--- config.mk ---
export PLATFORM = sky130hd
export DESIGN_NAME = bcu_cell
export DESIGN_NICKNAME = d
export VERILOG_FILES = /design/src/rtl/bcu_pkg.sv /design/src/rtl/bcu_cell.sv
export SDC_FILE = /design/constraint.sdc
export NUM_CORES = 2
export LEC_CHECK = 0
export BUFFER_PORTS_ARGS = -buffer_cell sky130_fd_sc_hd__buf_4
export CORE_MARGIN = 4
export CORE_UTILIZATION = 25
export CTS_CLUSTER_DIAMETER = 60
export CTS_CLUSTER_SIZE = 12
export DETAILED_ROUTE_END_ITERATION = 7
export SETUP_SLACK_MARGIN = 0.15
export SLEW_MARGIN = 20
export SYNTH_ARGS = -nofsm -noshare
export SYNTH_HDL_FRONTEND = slang
export SYNTH_SLANG_ARGS = --single-unit
export TNS_END_PERCENT = 20
--- constraint.sdc ---
create_clock -name clk -period 2.3 [get_ports clk]
set_input_delay 0.115 -clock clk [delete_from_list [all_inputs] [get_ports clk]]
set_output_delay 0.115 -clock clk [all_outputs]
set_load 0.05 [all_outputs]
--- src/rtl/bcu_pkg.sv ---
// Shared types and constants for the binomial coefficient unit.
// No dependencies.
`default_nettype none
package bcu_pkg;

    localparam int unsigned FieldW = 31;
    localparam int unsigned Steps  = 16;
    localparam int unsigned MW     = 5;

    typedef enum logic [1:0] {
        ST_OK       = 2'd0,
        ST_OVERFLOW = 2'd1,
        ST_BADARG   = 2'd2
    } status_t;

    typedef struct packed {
        logic [FieldW-1:0] base;
        logic [MW-1:0]     m;
        logic [FieldW-1:0] acc;
        status_t           status;
    } bcu_item_t;

    function automatic int unsigned tz_count(input int unsigned d);
        int unsigned k;
        int unsigned v;
        k = 0;
        v = d;
        for (int j = 0; j < 5; j++)
        begin
            if (v[0] == 1'b0)
            begin
                v = v >> 1;
                k = k + 1;
            end
        end
        return k;
    endfunction

    // inverse of the odd part of d modulo 2^32
    function automatic logic [31:0] odd_inverse(input int unsigned d);
        logic [31:0] o;
        logic [31:0] x;
        o = 32'(d) >> tz_count(d);
        x = o;
        for (int j = 0; j < 5; j++)
        begin
            x = x * (32'd2 - o * x);
        end
        return x;
    endfunction

endpackage
`default_nettype wire

--- src/rtl/bcu_cell.sv ---
// One multiply / exact-divide step: acc = acc * (base + IDX) / IDX.
// Depends on bcu_pkg.
`default_nettype none
module bcu_cell #(
    parameter int unsigned IDX = 1
) (
    input  wire logic              clk,
    input  wire logic              rst_n,
    input  wire logic              en,
    input  wire logic              valid,
    input  wire bcu_pkg::bcu_item_t item,
    output logic                   valid_q,
    output bcu_pkg::bcu_item_t     item_q
);
    import bcu_pkg::*;

    localparam int unsigned Shift = tz_count(IDX);
    localparam logic [31:0] Inv   = odd_inverse(IDX);
    localparam logic [61:0] Limit = 62'(IDX) << 31;

    logic              a_valid_reg;
    bcu_item_t         a_item_reg;
    logic [61:0]       a_prod_reg;
    logic [61:0]       prod_next;
    logic [FieldW-1:0] factor;
    logic [61:0]       prod_sh;
    logic [31:0]       quot;
    logic              active;
    bcu_item_t         b_next;
    logic              b_valid_reg;
    bcu_item_t         b_item_reg;

    assign factor    = item.base + FieldW'(IDX);
    assign prod_next = 62'(item.acc) * 62'(factor);

    always_ff @(posedge clk or negedge rst_n)
    begin
        if (!rst_n)
        begin
            a_valid_reg <= 1'b0;
            b_valid_reg <= 1'b0;
        end
        else if (en)
        begin
            a_valid_reg <= valid;
            b_valid_reg <= a_valid_reg;
        end
    end

    always_ff @(posedge clk)
    begin
        if (en)
        begin
            a_item_reg <= item;
            a_prod_reg <= prod_next;
            b_item_reg <= b_next;
        end
    end

    assign prod_sh = a_prod_reg >> Shift;
    assign quot    = prod_sh[31:0] * Inv;
    assign active  = (a_item_reg.status == ST_OK) && (32'(a_item_reg.m) >= IDX);

    always_comb
    begin
        b_next = a_item_reg;
        if (active)
        begin
            if (a_prod_reg >= Limit)
                b_next.status = ST_OVERFLOW;
            else
                b_next.acc = quot[FieldW-1:0];
        end
    end

    assign valid_q = b_valid_reg;
    assign item_q  = b_item_reg;
endmodule
`default_nettype wire

* Word-level counts from Yosys, hierarchy flattened
Cells that the tools add are included.
Widths: inputs -> output; s select.
** Storage, ports and cells
- Input port bits :: 73
- Output and inout port bits :: 70
- Flip-flop bits (word level) :: 202
- Word-level logic and storage cells :: 20
** Operators by class
- Multiplexer cells :: 3
- Add/sub/neg operators :: 1
- Reduce and logical (&&, ||, !) cells :: 2
- Multiply operators :: 1
- $lt $le $gt $ge :: 2
** Operators with widths (number)
- $ge 62x32->1 const B :: 1
- $mul 31x31->62 :: 1
- $mux 33 :: 1
- $add 31x1->31 const B :: 1
- $mux 31 :: 1
- $ge 5x1->1 const B :: 1
- $logic_not 2->1 :: 1
- $mux 2 :: 1
- $logic_and 1x1->1 :: 1

* Depth between registers and ports, before layout
- Depth after elaboration :: 3
- Depth in mapped cells :: 36
- Depth with buffers taken out :: 34

* Least setup slack after synthesis
Ideal clock, no wire load.
- Path type :: in2reg
- Start :: input port item[38] (netlist bit)
- End :: register a_prod_reg[58] (data pin)
- Setup time :: 0.261 ns
- Arrival time :: 7.577 ns
- Required time :: 2.039 ns
- Path buffers :: 1
- Slack :: -5.538 ns
- Stages on the path :: 32
- Path through :: ha_1 nand3_1 nor2_1 nand3_1 inv_1 nand2_1 xnor2_1 clkbuf_1 nand2_1 fa_1 inv_1 fa_1 inv_1 fa_1 fa_1 inv_1 fa_1 fa_1 fa_1 inv_1 fa_1 inv_1 ha_1 and3_1 and2_1 a221oi_1 nor2_1 a41oi_1 a311oi_1 nor3_1 o21ai_2 xor2_1
** On the way
- Cells in the longest elaborated chain, start to end :: 2
** RTL lines
- start: declaration :: RTL line bcu_cell.sv:11 : input wire bcu_pkg::bcu_item_t item,
- $add 31x1->31 :: RTL line bcu_cell.sv:33 : assign factor = item.base + FieldW'(IDX);
- $mul 31x31->62 :: RTL line bcu_cell.sv:34 : assign prod_next = 62'(item.acc) * 62'(factor);
- named net prod_next[58] :: RTL line bcu_cell.sv:24 : logic [61:0] prod_next;
- end signal: assignment :: RTL line bcu_cell.sv:55 : a_prod_reg <= prod_next;
- end: declaration :: RTL line bcu_cell.sv:23 : logic [61:0] a_prod_reg;
The timed path passes the listed nets, and every way through them passes these cells.
A chain may end at the register's enable or synchronous reset.

* Worst setup path after layout
- Start :: input port item[45] (netlist bit)
- End :: register a_prod_reg[58] (data pin)
Same word-level chain as after synthesis.

==> flow_summary.toml <==
[outcome]
violations = "setup timing"
status = "finished, violations left"

[timing]
fin_setup_tns_ns = -250.13
worst_pin_slew_ns = 0.726
period_share = 3.19
hold_viol = 0
relSlewSlack = 0.516
slew_violations = 0
rsz0062_at_grt = "yes"
setup_viol = 90
clock-skew-final_ns = 0.0170
max_freq_mhz = 136
period_minus_slack_ns = 7.33
layout_setup_ws_ns = -5.03
timing.hold.ws_ns = 0.0431

[placement]
dp.cells = 6303
post-dp-hpwl_microns = 88400
io_buffers = 142
gp_congestion = 0.846
dpl-instance-area_sq_mm = 0.0456

[routing]
totalWireLength_microns = 105000
num_vias = 27958
viasPerCell = 4.32
first_iter_violations = 1305
first_pass_iters = 7
wl_per_cell_microns = 16.2
drcViolationCount = 0
postRouteAntennaNets = 0

[synthesis]
synth_area_per_cell_sq_um = 9.87
synthArstFlopShare = 0.00990
synth_cells = 3888
synth-main-ff-cell = "edfxtp_1"
syn_area_sq_mm = 0.0384
post-synth-top-area-cell = "fa_1"
syn-num-nets = 5054
synthDistinctLibCells = 65
synth-seq-area-share = 0.158
ys_top_cells_by_area = "fa_1, edfxtp_1, inv_1, ha_1, and2_1"
synth_edf_count = 200
synth_top_area_frac = 0.437
yosysWarnings = 0
ys_seq_elements = 202

[clocking]
clock-sinks = 202
clockBufferDepth = 3
path_clk_slew_ns = 0.06
cts_tree = "yes"
clockRootBuffer = "clkbuf_16"
clk_latency_ns = 0.61
numCtsBuffers = 29
htree_levels = 1

[worst_hold_path]
hold_path_end = "a_prod_reg[0]"
whs_path_depth = 1
worstHoldPathType = "primary input to flop"
min-delay-start = "en"

[setup_path]
slowest_stage = "fa_2"
critPathKind = "primary input to flop"
reg2reg_slack_ns = -0.19
start_kind = "primary input"
cp_slowest_stage_delay_ns = 0.58
ff2ff_path_depth = 6
end_kind = "flop"
r2r_end = "item_q[21]"
crit_required_ns = 2.66
worstPathArrival_ns = 7.69
path_max_fanout = 4
rr_startpoint = "a_prod_reg[40]"

[global_route]
antenna_found_initial = 6
use_met2 = 0.249
grt_usage = 0.134
grt_util_met3 = 0.0127
grt_overflow = 0
grt_pass1_wl_microns = 171000
gr-usage-met1 = 0.168
grt_pass1_vias = 31073
grt-busiest-layer = "met2"
grt_max_degree = 78

[die]
start_util = 0.252
core-area_sq_mm = 0.152
die_x_microns = 400
dieArea_sq_mm = 0.160
pin_count = 143
fp.dieH_microns = 400
std_cell_rows = 143

[finish]
final_area_sq_mm = 0.0491
mostFrequentLayoutCell = "inv_1"
drive_above_1_share = 0.227
final_cells = 6474
final_nets = 5593
final_cell_mix = "inv_1, fa_1, nand2_1, buf_4, and2_1"
area_delta_synth_final_pct = 28.1

[flow_run]
drv_cap = 0
==> worst max-delay path by stage <==
stage	start	to	slack [ns]	cells past startpoint
detailed placement	item[38]	a_prod_reg[59]	-5.99	30
floorplan	item[54]	a_prod_reg[46]	-4.98	30
global route	item[53]	a_prod_reg[58]	-5.25	30
CTS	item[45]	a_prod_reg[58]	-5.03	30
global placement	item[38]	a_prod_reg[59]	-5.96	30
finish	item[45]	a_prod_reg[58]	-5.03	30
==> cells by family (layout without fill, tap and decap cells) <==
kind of cell	after synthesis	after routing	share of synthesized area
muxes	33	33	0.00968
xor gates and xnor gates	89	89	0.0203
DFF	202	202	0.158
and+or+nand+nor	1176	1176	0.149
other	0	1	0
adders and majority gates	1093	1093	0.520
AOI/OAI and AO/OA	206	206	0.0349
buffers and inverters	1089	1644	0.108
==> per-layer routing <==
layer	vias to the layer above	part of all wire
met2	568	0.53
met4	6	0.023
li1	12582	-
met5	-	0.00035
met1	14659	0.40
met3	143	0.040
==> metrics by stage <==
step	util	worst slack (ns)
3_5_place_dp	0.299	-5.99
2_1_floorplan	-	-4.98
6_report	0.323	-5.03
5_1_grt	0.323	-5.25
4_1_cts	0.318	-5.03
3_3_place_gp	0.299	-5.96
==> synth_stat cells (2+ instances only) <==
cell and count:
a211o_1 2, a211oi_1 16, a21boi_0 3, a21o_1 28
a21oi_1 63, a31oi_1 3, a41oi_1 3, and2_1 402
and3_1 9, buf_2 11, clkbuf_1 189, clkbuf_8 2
dfrtp_1 2, edfxtp_1 200, fa_1 837, ha_1 256
inv_1 883, mux2_2 33, nand2_1 589, nand2b_1 17
nand3_1 23, nand4_1 21, nor2_1 55, nor2b_1 18
nor3_1 17, nor3_2 2, nor3b_1 2, nor4_1 10
o211ai_1 2, o21a_1 8, o21ai_0 31, o21ai_1 10
o21ai_2 2, o21bai_1 18, o31a_1 2, o31ai_1 2
or4_1 2, xnor2_1 54, xor2_1 35
==> critical path, delay by kind of cell <==
kind                       cells  cell delay [ns]
xor gates and xnor gates       2             0.43
buffers and inverters          5             0.56
and+or+nand+nor               10             1.52
AOI/OAI and AO/OA              4             0.81
adders and majority gates      9             4.26
==> timing repair <==
action,CTS,global route
cloned,2,1
buffers inserted,40,22
gates resized for setup,193,118
pin swaps,76,70
hold buffers,58,0
endpoints found under the hold margin,58,0
setup endpoints to repair,90,90
==> cell type report <==
type,count,area (sq um)
Fill cell,15471,103000
Multi-Input combinational cell,2597,29900
Timing Repair Buffer,714,6450
Sequential cell,202,6060
Inverter,883,3320
Tap cell,2030,2540
Clock buffer,29,726
Clock inverter,18,161
Antenna cell,1,2.50
Power is not shown: default switching activity piles up to over one toggle a cycle in this logic, so the estimate is an artifact.
